**src/rtl/core/sud_pkg.sv**
```systemverilog
// Package: shared constants, types and the one-bit division step of the divider.
package sud_pkg;

   localparam int unsigned DataWidth   = 64;
   localparam int unsigned NarrowWidth = 32;
   localparam int unsigned NumStages   = DataWidth;
   localparam int unsigned QueueDepth  = 2;
   localparam int unsigned CountWidth  = $clog2(QueueDepth + 1);

   // op field bits
   localparam int unsigned OpSignedBit = 0;
   localparam int unsigned OpWideBit   = 1;

   // classified work item: dividend magnitude shifts out while quotient bits shift in
   typedef struct packed {
      logic [DataWidth-1:0] qn;
      logic [DataWidth:0]   dv;        // divisor magnitude; 2**64 when dividing by zero
      logic                 neg_q;
      logic                 neg_r;
      logic                 is_signed;
      logic                 is_wide;
   } work_type;

   typedef struct packed {
      logic [DataWidth-1:0] rem;
      work_type             w;
   } stage_type;

   // restoring step: shift in one dividend bit, subtract when it fits
   function automatic stage_type div_step(stage_type s);
      logic [DataWidth:0] r_new;
      logic [DataWidth:0] diff;
      logic               ge;
      stage_type          o;
      r_new  = {s.rem, s.w.qn[DataWidth-1]};
      diff   = r_new - s.w.dv;
      ge     = (r_new >= s.w.dv);
      o      = s;
      o.w.qn = {s.w.qn[DataWidth-2:0], ge};
      o.rem  = ge ? diff[DataWidth-1:0] : r_new[DataWidth-1:0];
      return o;
   endfunction

endpackage

```
**src/rtl/core/sud_fifo.sv**
```systemverilog
// Short queue between front end and division pipeline.
module sud_fifo
   import sud_pkg::*;
(
   input  logic     clock,
   input  logic     reset,
   input  logic     push,
   input  work_type push_data,
   input  logic     pop,
   output logic     full,
   output logic     nonempty,
   output work_type head
);

   localparam int unsigned PtrWidth = (QueueDepth > 1) ? $clog2(QueueDepth) : 1;

   work_type                mem_ff [QueueDepth];
   logic [PtrWidth-1:0]     wr_ff, wr_in, rd_ff, rd_in;
   logic [CountWidth-1:0]   count_ff, count_in;
   logic                    do_pop;

   assign full     = (count_ff == CountWidth'(QueueDepth));
   assign nonempty = (count_ff != '0);
   assign head     = mem_ff[rd_ff];
   assign do_pop   = pop && nonempty;

   always_comb begin
      wr_in    = wr_ff;
      rd_in    = rd_ff;
      count_in = count_ff;
      if (push) begin
         wr_in = (wr_ff == PtrWidth'(QueueDepth - 1)) ? '0 : wr_ff + 1'b1;
      end
      if (do_pop) begin
         rd_in = (rd_ff == PtrWidth'(QueueDepth - 1)) ? '0 : rd_ff + 1'b1;
      end
      if (push && !do_pop) begin
         count_in = count_ff + 1'b1;
      end else if (!push && do_pop) begin
         count_in = count_ff - 1'b1;
      end
   end

   always_ff @(posedge clock) begin
      if (reset) begin
         wr_ff    <= '0;
         rd_ff    <= '0;
         count_ff <= '0;
      end else begin
         wr_ff    <= wr_in;
         rd_ff    <= rd_in;
         count_ff <= count_in;
      end
   end

   always_ff @(posedge clock) begin
      if (push) begin
         mem_ff[wr_ff] <= push_data;
      end
   end

`ifndef SYNTHESIS
   a_count_bound: assert property (@(posedge clock) disable iff (reset)
      count_ff <= CountWidth'(QueueDepth)) else $error("queue count over depth");
   a_no_push_full: assert property (@(posedge clock) disable iff (reset)
      push |-> !full) else $error("push into full queue");
   a_pop_only: assert property (@(posedge clock) disable iff (reset)
      (do_pop && !push) |=> (count_ff == $past(count_ff) - 1'b1))
      else $error("queue count did not drop on pop");
`endif

endmodule

```
**config.mk**
```make
export PLATFORM = sky130hd
export DESIGN_NAME = sud_fifo
export DESIGN_NICKNAME = d
export VERILOG_FILES = /design/src/rtl/core/sud_pkg.sv /design/src/rtl/core/sud_fifo.sv
export SDC_FILE = /design/constraint.sdc
export NUM_CORES = 1
export LEC_CHECK = 0
export BUFFER_PORTS_ARGS = -buffer_cell sky130_fd_sc_hd__buf_2
export CORE_MARGIN = 5
export CORE_UTILIZATION = 52
export DETAILED_ROUTE_END_ITERATION = 10
export PLACE_DENSITY = 0.81
export SKIP_CTS_REPAIR_TIMING = 1
export SYNTH_ARGS = -nofsm -noshare
export SYNTH_HDL_FRONTEND = slang
export SYNTH_SLANG_ARGS = --single-unit
```
**constraint.sdc**
```tcl
create_clock -name clock -period 9.25 [get_ports clock]
set_input_delay 0.925 -clock clock [delete_from_list [all_inputs] [get_ports clock]]
set_output_delay 0.925 -clock clock [all_outputs]
set_load 0.03 [all_outputs]
```
==> results.yml <==
clocking:
  numCtsBuffers: 27
  cts_tree: "yes"
  clkTransAtPathRegs_ns: 0.06
  cts-root-buf: "clkbuf_16"
  cts_sinks: 271
  clk_latency_ns: 0.50
  cts.path.max_buffers: 3
  h-tree-depth: 1
pwr:
  peakVddDrop_uv: 194.0
  pwr_density_cell_mw_per_mm2: 278.3
  p_leak_nw: 4.822
critical_path:
  critPathMaxStageDelay_ns: 0.78
  crit_buf_inv: 2
  critPathCaptureType: "output port"
  worstPathRequired_ns: 8.33
  worstSetupStartpointType: "flop"
  cp_max_fo: 56
  crit_type: "reg2out"
  cp_cell_sequence: "buf_4, mux2_2, buf_2"
  cpMaxStageDelayCell: "buf_4"
  path_delay_family: "buffers and inverters"
  critPathArrivalTime_ns: 2.47
  r2r-start: "wr_ff$_SDFFE_PP0P_"
routing:
  dr.pass1.iters: 4
  wl_um: 19210
  drc: 0
  drt_iter0_drc: 208
  wl_per_cell_um: 19.00
  drtAntennaViolNets: 0
  vias: 5068
  via_per_inst: 5.013
timing:
  setup_violations: 0
  fin_skew_ns: 0.005441
  maxSlewHeadroom_pct: 33.13
  rsz0062_at_grt: "false"
  slew_violations: 0
  tns_ns: 0
  finalCritPeriodShare_pct: 36.73
  fmax_mhz: 294.4
  fin_crit_ns: 3.397
  hold_viol_final: 0
  worst_slew_pin_slew_ns: 1.003
global_route:
  grt_pass1_vias: 5342
  grt_usage_pct: 16.51
  grt_max_degree: 76
  grt.overflow.total: 0
  grt_antenna_before_repair: 2
  grt_pass1_wl_um: 28840
run:
  maxCapViolations: 0
final_layout:
  fin_area_mm2: 0.01252
  layout_commonest_cell: "buf_2"
  final_cell_mix: "buf_2, edfxtp_1, mux2_4, mux2_2, clkbuf_16"
  fin_nets: 864
  nFillCells: 1355
  syn2layout_area_growth_pct: 24.10
  drive_above_1_share_pct: 60.27
yosys:
  seq_area_frac_synth_pct: 80.17
  ys_seq_elements: 271
  syn_area_per_cell_um2: 23.14
  synth_area_mm2: 0.01009
  synth_top_area_share_pct: 79.18
  synth_largest_area_cell: "edfxtp_1"
  postSynthCellCount: 436
  synth_area_leaders: "edfxtp_1, mux2_4, mux2_2"
  ys_types: 16
  syn_nets: 574
  yosysWarnings: 0
placed_design:
  port_buffers: 271
  gp_congestion: 0.7512
  hpwl_um: 12970
  dpl_cell_area_mm2: 0.01170
worst_hold_path:
  hp-start: "rd_ff$_SDFFE_PP0P_"
  hold_class: "reg2reg"
floorplan:
  die_w_um: 149.3
  fp.dieH_um: 149.3
  rows: 51
  io_pins: 272
  design.core.area_mm2: 0.01927
  die-area_mm2: 0.02229
  start_util_pct: 52.35
status:
  outcome: "completed"
## cell usage after synthesis, drive strengths merged
library cell and number:
a21oi 1, and2 1, buf 15, dfxtp 5, edfxtp 266, ha 1
mux2 133, nor2 4, nor2b 2, o21ai 2, or2 1, or3 1
xnor2 1, xor2 3
## flip-flops by register name (all words and copies together) (netlist names), named ones only
signal,cells
mem_ff,266
count_ff,2
rd_ff,1
wr_ff,1
## through the flow
stage / utilization [%] / setup WS, ns / hold slack, ns / total power [mW] / cells
floorplan: - / 1.920 / 0.4655 / 2.303 / 436
global placement: 60.69 / 6.137 / 0.4849 / 2.504 / 962
detailed placement: 60.69 / 6.088 / 0.5209 / 2.525 / 962
CTS: 64.95 / 5.820 / 0.5353 / 3.530 / 1010
global route: 64.95 / 5.728 / 0.5719 / 3.627 / 1010
finish: 64.97 / 5.853 / 0.5294 / 3.484 / 1011
## worst register-to-register path, cell delays in order, from the launching register on
cell and delay [ns]:
dfxtp_1 0.41, and2_4 0.73, buf_4 0.90
## layer usage
metal	up-vias	part of all wire [%]	global-route usage (%)
li1	2311	-	-
met2	227	50	28.26
met1	2489	38	20.72
met4	4	2.0	4.348
met3	37	9.5	4.953
met5	-	0.14	0
## path summary, 6_finish.rpt
kind	end	slack, ns	cells after the start
worst max-delay path	head[112]	5.85	3
worst max register to register	mem_ff[1][50]$_DFFE_PP_	6.77	2
worst min register to register	flop	0.53	2
worst min-delay path	flop	0.53	2
## kinds of logic after synthesis
group                      count (synthesis)  share of synthesized area [%]
xor gates and xnor gates                   4                         0.3473
adders and majority gates                  1                         0.1240
buffers and inverters                     15                          1.302
muxes                                    133                          17.45
DFF                                      271                          80.17
and+or+nand+nor                            9                         0.4589
AOI/OAI and AO/OA                          3                         0.1488
## layout make-up
type / count / area, um2 / share of cell area [%]
Antenna cell: 1 / 2.502 / 0.01999
Clock buffer: 39 / 750.7 / 5.996
Clock inverter: 9 / 70.07 / 0.5597
Multi-Input combinational cell: 150 / 1879 / 15.01
Sequential cell: 271 / 8092 / 64.63
Tap cell: 265 / 331.6 / 2.648
Timing Repair Buffer: 276 / 1394 / 11.13
## power breakdown
group	leakage (nW)	switching, mW	internal (mW)
Clock	0.404	0.409	0.588
Combinational	1.88	0.616	0.395
Sequential	2.54	0.0351	1.44
No activity file was read; power rests on OpenSTA's default activity.
