### config.mk
export PLATFORM = sky130hd
export DESIGN_NAME = sud_front_flat
export DESIGN_NICKNAME = d
export VERILOG_FILES = /design/src/rtl/core/sud_pkg.sv /design/src/rtl/core/sud_if.sv /design/src/rtl/core/sud_front.sv /design/src/flat_wrapper.sv
export SDC_FILE = /design/constraint.sdc
export NUM_CORES = 1
export LEC_CHECK = 0
export BUFFER_PORTS_ARGS = -buffer_cell sky130_fd_sc_hd__buf_2
export CAP_MARGIN = 30
export CORE_MARGIN = 5
export CORE_UTILIZATION = 28
export DETAILED_ROUTE_END_ITERATION = 6
export GPL_TIMING_DRIVEN = 0
export SETUP_SLACK_MARGIN = 0.5
export SYNTH_ARGS = -nofsm -noshare
export SYNTH_HDL_FRONTEND = slang
export SYNTH_SLANG_ARGS = --single-unit
### constraint.sdc
create_clock -name vclk -period 2.7
set_input_delay 0.135 -clock vclk [all_inputs]
set_output_delay 0.135 -clock vclk [all_outputs]
set_load 0.01 [all_outputs]
### src/rtl/core/sud_pkg.sv
// Package: shared constants, types and the one-bit division step of the divider.
package sud_pkg;

   localparam int unsigned DataWidth   = 64;
   localparam int unsigned NarrowWidth = 32;
   localparam int unsigned NumStages   = DataWidth;
   localparam int unsigned QueueDepth  = 2;
   localparam int unsigned CountWidth  = $clog2(QueueDepth + 1);

   // op field bits
   localparam int unsigned OpSignedBit = 0;
   localparam int unsigned OpWideBit   = 1;

   // classified work item: dividend magnitude shifts out while quotient bits shift in
   typedef struct packed {
      logic [DataWidth-1:0] qn;
      logic [DataWidth:0]   dv;        // divisor magnitude; 2**64 when dividing by zero
      logic                 neg_q;
      logic                 neg_r;
      logic                 is_signed;
      logic                 is_wide;
   } work_type;

   typedef struct packed {
      logic [DataWidth-1:0] rem;
      work_type             w;
   } stage_type;

   // restoring step: shift in one dividend bit, subtract when it fits
   function automatic stage_type div_step(stage_type s);
      logic [DataWidth:0] r_new;
      logic [DataWidth:0] diff;
      logic               ge;
      stage_type          o;
      r_new  = {s.rem, s.w.qn[DataWidth-1]};
      diff   = r_new - s.w.dv;
      ge     = (r_new >= s.w.dv);
      o      = s;
      o.w.qn = {s.w.qn[DataWidth-2:0], ge};
      o.rem  = ge ? diff[DataWidth-1:0] : r_new[DataWidth-1:0];
      return o;
   endfunction

endpackage

### src/rtl/core/sud_if.sv
// Interfaces: request and response channels of the divider.
interface sud_req_if;
   logic        valid;
   logic        ready;
   logic [1:0]  op;
   logic [63:0] dividend;
   logic [63:0] divisor;
   modport source (output valid, output op, output dividend, output divisor, input ready);
   modport sink   (input valid, input op, input dividend, input divisor, output ready);
endinterface


### src/rtl/core/sud_front.sv
// Front end: accepts a request, masks operands to width, takes magnitudes and flags.
module sud_front
   import sud_pkg::*;
(
   sud_req_if.sink  req_if,
   input  logic     full,
   output logic     push,
   output work_type entry
);

   logic                 wide, sgn, n_neg, d_neg, dz;
   logic [DataWidth-1:0] n, d, neg_n, neg_d, an, ad;

   always_comb begin
      wide  = req_if.op[OpWideBit];
      sgn   = req_if.op[OpSignedBit];
      n     = wide ? req_if.dividend : {{NarrowWidth{1'b0}}, req_if.dividend[NarrowWidth-1:0]};
      d     = wide ? req_if.divisor  : {{NarrowWidth{1'b0}}, req_if.divisor[NarrowWidth-1:0]};
      n_neg = sgn & (wide ? n[DataWidth-1] : n[NarrowWidth-1]);
      d_neg = sgn & (wide ? d[DataWidth-1] : d[NarrowWidth-1]);
      neg_n = '0 - n;
      neg_d = '0 - d;
      an    = !n_neg ? n : (wide ? neg_n : {{NarrowWidth{1'b0}}, neg_n[NarrowWidth-1:0]});
      ad    = !d_neg ? d : (wide ? neg_d : {{NarrowWidth{1'b0}}, neg_d[NarrowWidth-1:0]});
      dz    = (d == '0);
      entry.qn        = an;
      // divide by zero: a divisor that never fits leaves q = 0, r = |n|
      entry.dv        = dz ? {1'b1, {DataWidth{1'b0}}} : {1'b0, ad};
      entry.neg_q     = n_neg ^ d_neg;
      entry.neg_r     = n_neg;
      entry.is_signed = sgn;
      entry.is_wide   = wide;
   end

   assign req_if.ready = !full;
   assign push         = req_if.valid && !full;

endmodule

### src/flat_wrapper.sv
// flat-port wrapper written by rule: the top's interface ports become plain ports
module sud_front_flat import sud_pkg::*;
  (full, push, entry, req_if_valid, req_if_op, req_if_dividend, req_if_divisor, req_if_ready);
  sud_req_if req_if_i ();
  input  logic full;
  output logic push;
  output work_type entry;
  input wire logic [$bits(req_if_i.valid)-1:0] req_if_valid;
  input wire logic [$bits(req_if_i.op)-1:0] req_if_op;
  input wire logic [$bits(req_if_i.dividend)-1:0] req_if_dividend;
  input wire logic [$bits(req_if_i.divisor)-1:0] req_if_divisor;
  output wire logic [$bits(req_if_i.ready)-1:0] req_if_ready;
  assign req_if_i.valid = req_if_valid;
  assign req_if_i.op = req_if_op;
  assign req_if_i.dividend = req_if_dividend;
  assign req_if_i.divisor = req_if_divisor;
  assign req_if_ready = req_if_i.ready;
  sud_front u_core (.req_if(req_if_i), .full(full), .push(push), .entry(entry));
endmodule
==> reports/qor.csv, run 1 <==
stage;metric;value;unit
outcome;status;finished clean;
global_route;GRT Residual Overflow;0;
yosys;Post-Synth Adder-Cell Area;0.684;%
sta;Worst Max-Slew Pin Slew;0.674;ns
sta;Final Max Tran Viols;0;
global_route;largest net degree at the start of global routing;11;
setup_path;critical path arrival;2.29;ns
place;routability-driven placement congestion ratio;0.922;
setup_path;critical path required time;2.57;ns
layout;Area growth, synth to finish;84.0;%
floorplan;Vert. Die Dim;124;um
pwr;Max VDD drop;0.0000934;V
yosys;Synth top area share;18.7;%
sta;Setup Viol. Count Final;0;
layout;# clk buffers;0;
sta;Final period util;89.7;%
place;Buffers on Ports;264;
setup_path;crit end category;output pin;
setup_path;Startpoint Class;input port;
drt;final antenna-violating net count;0;
sta;Slew HR;54.7;%
layout;commonest cells after routing, fill and taps aside;buf_2 (247), nor2_1 (93), xnor2_1 (76);
yosys;Synth cell types;53;
drt;via/cell ratio;5.39;
floorplan;Ports;267;
yosys;syn_nets;725;
floorplan;Initial Util;28.8;%
place;post-DP HPWL;14.9;mm
drt;drt first pass iters;5;
yosys;Synthesis Warnings;0;
drt;post-DR wirelength/cell;18.2;um
sta;min cycle time layout;2.42;ns
yosys;Post-Syn Instances;591;
layout;fraction of layout cells with a size suffix above 1;51.4;%
layout;most common cell after layout, fill and taps aside;buf_2;
layout;Seq Cell Count;0;
global_route;initial antenna violation count;2;
clocking;Hold Buf Count CTS;0;
sta;Fin. Hold Viols;0;
yosys;largest family of logic cells by synthesized area;simple AND/OR/NAND/NOR gates;
floorplan;# rows;41;
floorplan;die footprint;15500;um2
yosys;mapped cell area;3660;um2
layout;nets;1036;
global_route;All-Layer GR Usage;21.8;%
pwr;Leak;2.82;nW
global_route;vias in the first global route;5511;
yosys;post-synthesis sequential area ratio;0;%
yosys;Simple-Gate Fraction of Synth Area;39.6;%
setup_path;crit path max fanout;8;
yosys;Syn Area/Cell;6.19;um2
job;number of max-cap violations;0;
yosys;Synth Area in Compound Gates;24.5;%
sta;fmax;0.413;GHz
floorplan;CORE AREA;12700;um2
yosys;top post-synthesis cells by area;xnor2_1 (19%), nor2_1 (11%), xor2_1 (10%);
layout;Finished Layout Cells;1075;
drt;DRC viols;0;
global_route;first-pass GRT wire length;28.8;mm
drt;DRT iter0 DRCs;449;
yosys;multiplexer share of the synthesized area;0.581;%
place;dpl cells;1027;
hold_path;worst min-delay path class;in2out;
floorplan;die width;124;um
pwr;pwr dens;170;nW/um2
layout;register area;0;um2
sta;setup repair after global routing missed its margin;true;
drt;Via Count;5789;
setup_path;critical path type;in2out;
yosys;cell taking the most area after synthesis;xnor2_1;
pwr;total power;0.00115;W
yosys;xor/xnor share of the synthesized area;28.7;%
drt;final WL;19.6;mm
layout;fill count;1351;
==> synthesized netlist by cell type, types with 7 or more instances <==
cell / n
a31oi_1: 23
a21oi_1: 29
nor3_1: 30
inv_1: 12
nand2_1: 39
o41ai_1: 11
clkbuf_1: 22
xor2_1: 42
o21ai_0: 30
xnor2_1: 78
nand3_1: 9
nor4_1: 26
o31ai_1: 22
or2_2: 7
or4_1: 18
buf_4: 8
a41oi_1: 11
nor2_1: 110
or3_1: 7
==> logic make-up (layout without fill, tap and decap cells) <==
family,after synthesis,after routing
and+or+nand+nor,284,285
AOI/OAI and AO/OA,136,136
xor gates and xnor gates,120,120
buffers and inverters,47,355
adders and majority gates,2,2
muxes,2,2
other,0,3
==> where the power goes <==
group	internal, W	total, W	leakage [nW]	switching [W]
Clock	0.000000000149	0.000000000149	0.0000190	0
Sequential	0	0	0	0
Combinational	0.000496	0.00115	2.82	0.000650
==> per-stage QoR <==
step                instance area [um2]  util (%)  TNS [ns]  worst slack (ns)  hold slack [ns]
global route                       6740      52.9         0             0.178            0.470
finish                             6740      53.0         0             0.279            0.458
global placement                   5220      41.0     -4.51            -0.433            0.458
detailed placement                 5220      41.0     -4.31            -0.375            0.458
floorplan                          3680         -         0             0.504            0.314
CTS                                5860      46.1         0             0.266            0.458
==> path summary, 6_finish.rpt <==
| path | start | end | slack (ns) | cells after the start |
|---|---|---|---|---|
| worst max-delay path | req_if_divisor[12] | entry[35] | 0.28 | 11 |
| worst min-delay path | req_if_op[1] | entry[0] | 0.46 | 2 |
==> layout make-up <==
type | instances | area [um2] | share of cell area [%]
plain buffers | 34 | 244 | 3.62
inverters | 13 | 57.6 | 0.854
multi-input cells | 545 | 4360 | 64.7
diodes | 3 | 7.51 | 0.111
repair buffers | 308 | 1860 | 27.6
well taps | 172 | 215 | 3.19
==> critical path, stage by stage <==
cell	delay [ns]
buf_8	0.09
or4_4	0.52
or4_4	0.43
buf_8	0.15
nor3_4	0.14
buf_6	0.15
buf_8	0.13
buf_12	0.12
a31oi_1	0.09
xor2_1	0.15
buf_2	0.16
==> repair_timing <==
| item | CTS | global route |
|---|---|---|
| endpoints found under the hold margin | 0 | 0 |
| setup endpoints to repair | 105 | 105 |
| gates cloned | 3 | 1 |
| buffers inserted | 18 | 23 |
| gates resized for setup | 112 | 152 |
| pin swaps | 32 | 68 |
==> layer usage <==
layer	track usage, %	vias to the layer above	part of all wire [%]
li1	-	2797	-
met1	28.6	2716	43
met2	37.2	250	48
met3	4.50	26	7.3
met4	3.80	0	1.8
met5	0	-	0
Note: power is estimated with default switching activity, not from simulation.
==> run 2: changes to the inputs <==
--- a/config.mk
+++ b/config.mk
@@ -11,6 +11,7 @@
 export CORE_UTILIZATION = 28
 export DETAILED_ROUTE_END_ITERATION = 6
 export GPL_TIMING_DRIVEN = 0
+export MAX_ROUTING_LAYER = met4
 export SETUP_SLACK_MARGIN = 0.5
 export SYNTH_ARGS = -nofsm -noshare
 export SYNTH_HDL_FRONTEND = slang
==> run 2 against run 1 <==
Net effect: critical path depth did not move; non-clock buffer count is 8 lower; global-route usage is 0.48 points higher; combinational power barely moved; sequential share of layout area did not move; routed wire length decreased by 2.0%; flip-flop and latch count is the same; design area down 2.5%; die area did not move; hold slack worse by 0.00094 ns; count of clock-buffer cells in the layout unchanged; critical path type unchanged.
==> reports/qor.csv, run 2 (synthesis gave the netlist of run 1 again) <==
stage;metric;value;unit
outcome;status;finished clean;
drt;final WL;19.2;mm
place;Buffers on Ports;264;
pwr;pwr dens;171;nW/um2
setup_path;CP top delay family;simple AND/OR/NAND/NOR gates;
setup_path;Startpoint Class;input port;
drt;final antenna-violating net count;0;
sta;Final period util;90.0;%
drt;via/cell ratio;5.37;
layout;fill count;1337;
global_route;vias in the first global route;5450;
sta;final hold slack;0.457;ns
job;number of max-cap violations;0;
sta;Worst Max-Slew Pin Slew;0.723;ns
floorplan;Vert. Die Dim;124;um
global_route;first-pass GRT wire length;28.6;mm
drt;post-DR wirelength/cell;18.0;um
layout;commonest cells after routing, fill and taps aside;buf_2 (254), nor2_1 (101), xnor2_1 (75);
setup_path;critical path required time;2.57;ns
layout;cell area after layout;6570;um2
pwr;Max VDD drop;0.000111;V
setup_path;crit end category;output pin;
setup_path;CP peak stage delay;0.51;ns
setup_path;critical path type;in2out;
sta;Final Max Tran Viols;0;
place;DP Area;5220;um2
sta;min cycle time layout;2.43;ns
setup_path;crit path max fanout;7;
floorplan;die footprint;15500;um2
setup_path;critical path's slowest cell;or4b_4;
pwr;Leak;2.75;nW
layout;fraction of layout cells with a size suffix above 1;49.8;%
sta;fmax;0.411;GHz
hold_path;worst min-delay path class;in2out;
drt;DRT iter0 DRCs;406;
floorplan;# rows;41;
sta;Slew HR;51.8;%
setup_path;critical path arrival;2.30;ns
floorplan;Initial Util;28.8;%
setup_path;critical path's most frequent cell;nor2_1;
global_route;GRT Residual Overflow;0;
clocking;Hold Buf Count CTS;0;
layout;nets;1028;
drt;DRC viols;0;
drt;drt first pass iters;5;
place;routability-driven placement congestion ratio;0.946;
layout;most common cell after layout, fill and taps aside;buf_2;
layout;# clk buffers;0;
floorplan;CORE AREA;12700;um2
global_route;All-Layer GR Usage;22.3;%
sta;Fin. Hold Viols;0;
place;post-DP HPWL;14.9;mm
layout;final core utilization;51.6;%
sta;Setup Viol. Count Final;0;
pwr;total power;0.00112;W
layout;Seq Cell Count;0;
floorplan;Ports;267;
global_route;largest net degree at the start of global routing;11;
global_route;initial antenna violation count;3;
sta;setup repair after global routing missed its margin;true;
setup_path;CP Buf/Inv Count;4;
floorplan;die width;124;um
layout;Area growth, synth to finish;79.4;%
setup_path;cell breakdown of the critical path;buf_8 > inv_4 > ha_4 > or4b_4 > or3_4 > nor2_1 > o2111a_2 > nand2b_4 > clkbuf_16 > nor2_1 > buf_2;
layout;register area;0;um2
drt;Via Count;5729;
## run 2: cell types whose count changed in the layout (fill, tap and decap cells not counted), sizes merged
| cell | delta |
|---|---|
| buf | -11 |
| clkbuf | +3 |
## run 2: metrics by stage
stage / setup TNS, ns / std cells / setup slack (ns)
floorplan: 0 / 591 / 0.504
global placement: -4.43 / 1027 / -0.436
detailed placement: -4.08 / 1027 / -0.403
CTS: 0 / 1043 / 0.267
global route: 0 / 1067 / 0.198
finish: 0 / 1067 / 0.269
## run 2: metal layers
layer	GRT usage, %	part of all wire, %	vias to the layer above
met4	3.48	1.8	0
met2	36.5	47	235
met5	-	0	-
met1	29.0	44	2674
li1	-	-	2794
met3	4.33	6.8	26
## run 2: final timing paths
check	startpoint	to	cells after the start
setup / recovery	req_if_divisor[1]	entry[50]	11
hold / removal	req_if_op[1]	entry[0]	2
## run 2: area by class of cell
type               instances  area, um2  area share, %
inverters                 13       56.3          0.857
plain buffers             34        238           3.62
multi-input cells        545       4290           65.4
repair buffers           300       1760           26.8
well taps                172        215           3.28
diodes                     3       7.51          0.114
## run 2: where the power goes
part              internal, W  switching [W]        total, W
registers                   0              0               0
clock network  0.000000000149              0  0.000000000149
logic                0.000483       0.000637         0.00112
total                0.000483       0.000637         0.00112
## run 2: repair_timing
item / CTS / global route
gates resized for setup: 102 / 124
gates cloned: 2 / 4
setup endpoints to repair: 105 / 84
pin swaps: 35 / 50
buffers inserted: 14 / 17
==> run 3: changes to the inputs <==
==> constraint.sdc (replaced) <==
create_clock -name vclk -period 2.6
set_input_delay 0.13 -clock vclk [all_inputs]
set_output_delay 0.13 -clock vclk [all_outputs]
set_load 0.01 [all_outputs]
==> run 3 against run 2 <==
Net effect: cell count rose by 0.94%; combinational power rose by 8%; global-route usage rose by 0.82 points; core utilization rose by 2.2 points; non-clock buffer count rose by 10; count of clock-buffer cells in the layout did not move; flip-flop and latch count did not move; critical endpoint is now entry[44]; largest cell class unchanged.
==> reports/qor.csv, run 3 (synthesis gave the netlist of run 1 again) <==
stage;metric;value;unit
hold_path;worst min-delay path class;in2out;
setup_path;CP Capture Point;entry[44];
floorplan;die width;124;um
floorplan;Vert. Die Dim;124;um
layout;# clk buffers;0;
drt;final antenna-violating net count;0;
layout;Area growth, synth to finish;87.2;%
drt;final WL;19.7;mm
floorplan;CORE AREA;12700;um2
layout;final core utilization;53.9;%
sta;Slew HR;57.2;%
outcome;status;finished clean;
layout;commonest cells after routing, fill and taps aside;buf_2 (247), nor2_1 (92), xnor2_1 (75);
sta;Fin. Hold Viols;0;
global_route;GRT Residual Overflow;0;
floorplan;Ports;267;
global_route;initial antenna violation count;3;
sta;final setup TNS;0;ns
global_route;largest net degree at the start of global routing;11;
place;Buffers on Ports;264;
pwr;Leak;2.83;nW
sta;setup repair after global routing missed its margin;true;
sta;min cycle time layout;2.46;ns
layout;Finished Layout Cells;1077;
layout;Seq Cell Count;0;
layout;most common cell after layout, fill and taps aside;buf_2;
setup_path;worst setup path startpoint;req_if_divisor[1];
setup_path;critical path arrival;2.33;ns
setup_path;critical path required time;2.47;ns
pwr;Max VDD drop;0.000108;V
global_route;vias in the first global route;5575;
global_route;All-Layer GR Usage;23.1;%
pwr;sequential power share;0;%
setup_path;Startpoint Class;input port;
setup_path;critical path type;in2out;
clocking;Hold Buf Count CTS;0;
pwr;pwr dens;177;nW/um2
floorplan;Initial Util;28.8;%
job;number of max-cap violations;0;
layout;register area;0;um2
setup_path;crit path max fanout;7;
pwr;combinational group share of total power;100.0;%
drt;post-DR wirelength/cell;18.2;um
drt;drt first pass iters;5;
place;post-DP HPWL;14.8;mm
pwr;Clock Power Share;0;%
setup_path;crit end category;output pin;
pwr;switching share of total power;56.6;%
global_route;first-pass GRT wire length;29.9;mm
sta;Worst Max-Slew Pin Slew;0.638;ns
drt;DRT iter0 DRCs;459;
sta;Setup Viol. Count Final;0;
layout;nets;1038;
layout;fill count;1317;
sta;Final period util;94.6;%
place;routability-driven placement congestion ratio;0.950;
pwr;Int Power;0.000525;W
sta;Final Max Tran Viols;0;
pwr;Sw Pwr;0.000685;W
layout;fraction of layout cells with a size suffix above 1;53.4;%
drt;via/cell ratio;5.43;
floorplan;# rows;41;
place;dpl cells;1027;
floorplan;die footprint;15500;um2
drt;Via Count;5845;
sta;fmax;0.407;GHz
drt;DRC viols;0;
run 3: worst min-delay path by stage:
stage	from	endpoint	slack, ns	cells after the start
floorplan	full	req_if_ready	0.30	1
global placement	req_if_op[1]	entry[0]	0.46	2
detailed placement	req_if_op[1]	entry[0]	0.46	2
CTS	req_if_op[1]	entry[0]	0.46	2
global route	req_if_op[1]	entry[0]	0.47	2
finish	req_if_op[1]	entry[0]	0.46	2
run 3: power groups by stage:
stage | logic, W | registers, W | clock network (W)
2_1_floorplan | 0.000537 | 0 | 0
3_3_place_gp | 0.00102 | 0 | 0
3_5_place_dp | 0.00101 | 0 | 0
4_1_cts | 0.00110 | 0 | 0
5_1_grt | 0.00131 | 0 | 0.000000000154
6_report | 0.00121 | 0 | 0.000000000154
run 3: timing repair:
action	CTS	global route
setup buffers	26	17
gates resized for setup	132	151
endpoints found under the setup margin	102	110
pin swaps	39	64
cloned	4	0
run 3: worst max-delay path, cell delays in order:
cell,delay (ns)
buf_8,0.10
inv_4,0.05
ha_4,0.12
or4b_4,0.49
or3_4,0.43
buf_6,0.14
nor2_4,0.08
o2111a_2,0.20
nand2b_4,0.21
buf_6,0.16
nor2_1,0.07
buf_2,0.14
run 3: per-stage QoR:
step / hold slack (ns) / setup WS [ns] / area, um2 / total power [W]
finish: 0.458 / 0.141 / 6850 / 0.00121
global route: 0.471 / 0.0581 / 6850 / 0.00131
CTS: 0.464 / 0.164 / 6090 / 0.00110
detailed placement: 0.464 / -0.339 / 5250 / 0.00101
global placement: 0.464 / -0.383 / 5250 / 0.00102
floorplan: 0.304 / 0.431 / 3720 / 0.000537
run 3: final cells by class:
type | instances | area (um2) | area share [%]
Multi-Input combinational cell | 545 | 4450 | 65.0
Timing Repair Buffer | 310 | 1880 | 27.4
Buffer | 34 | 238 | 3.47
Tap cell | 172 | 215 | 3.14
Inverter | 13 | 61.3 | 0.895
Antenna cell | 3 | 7.51 | 0.110
run 3: routing by layer:
layer	track usage, %	share of wire, %	vias to the layer above
met4	3.03	1.3	0
li1	-	-	2816
met5	-	0	-
met1	30.7	43	2743
met3	4.67	7.7	24
met2	37.2	48	262
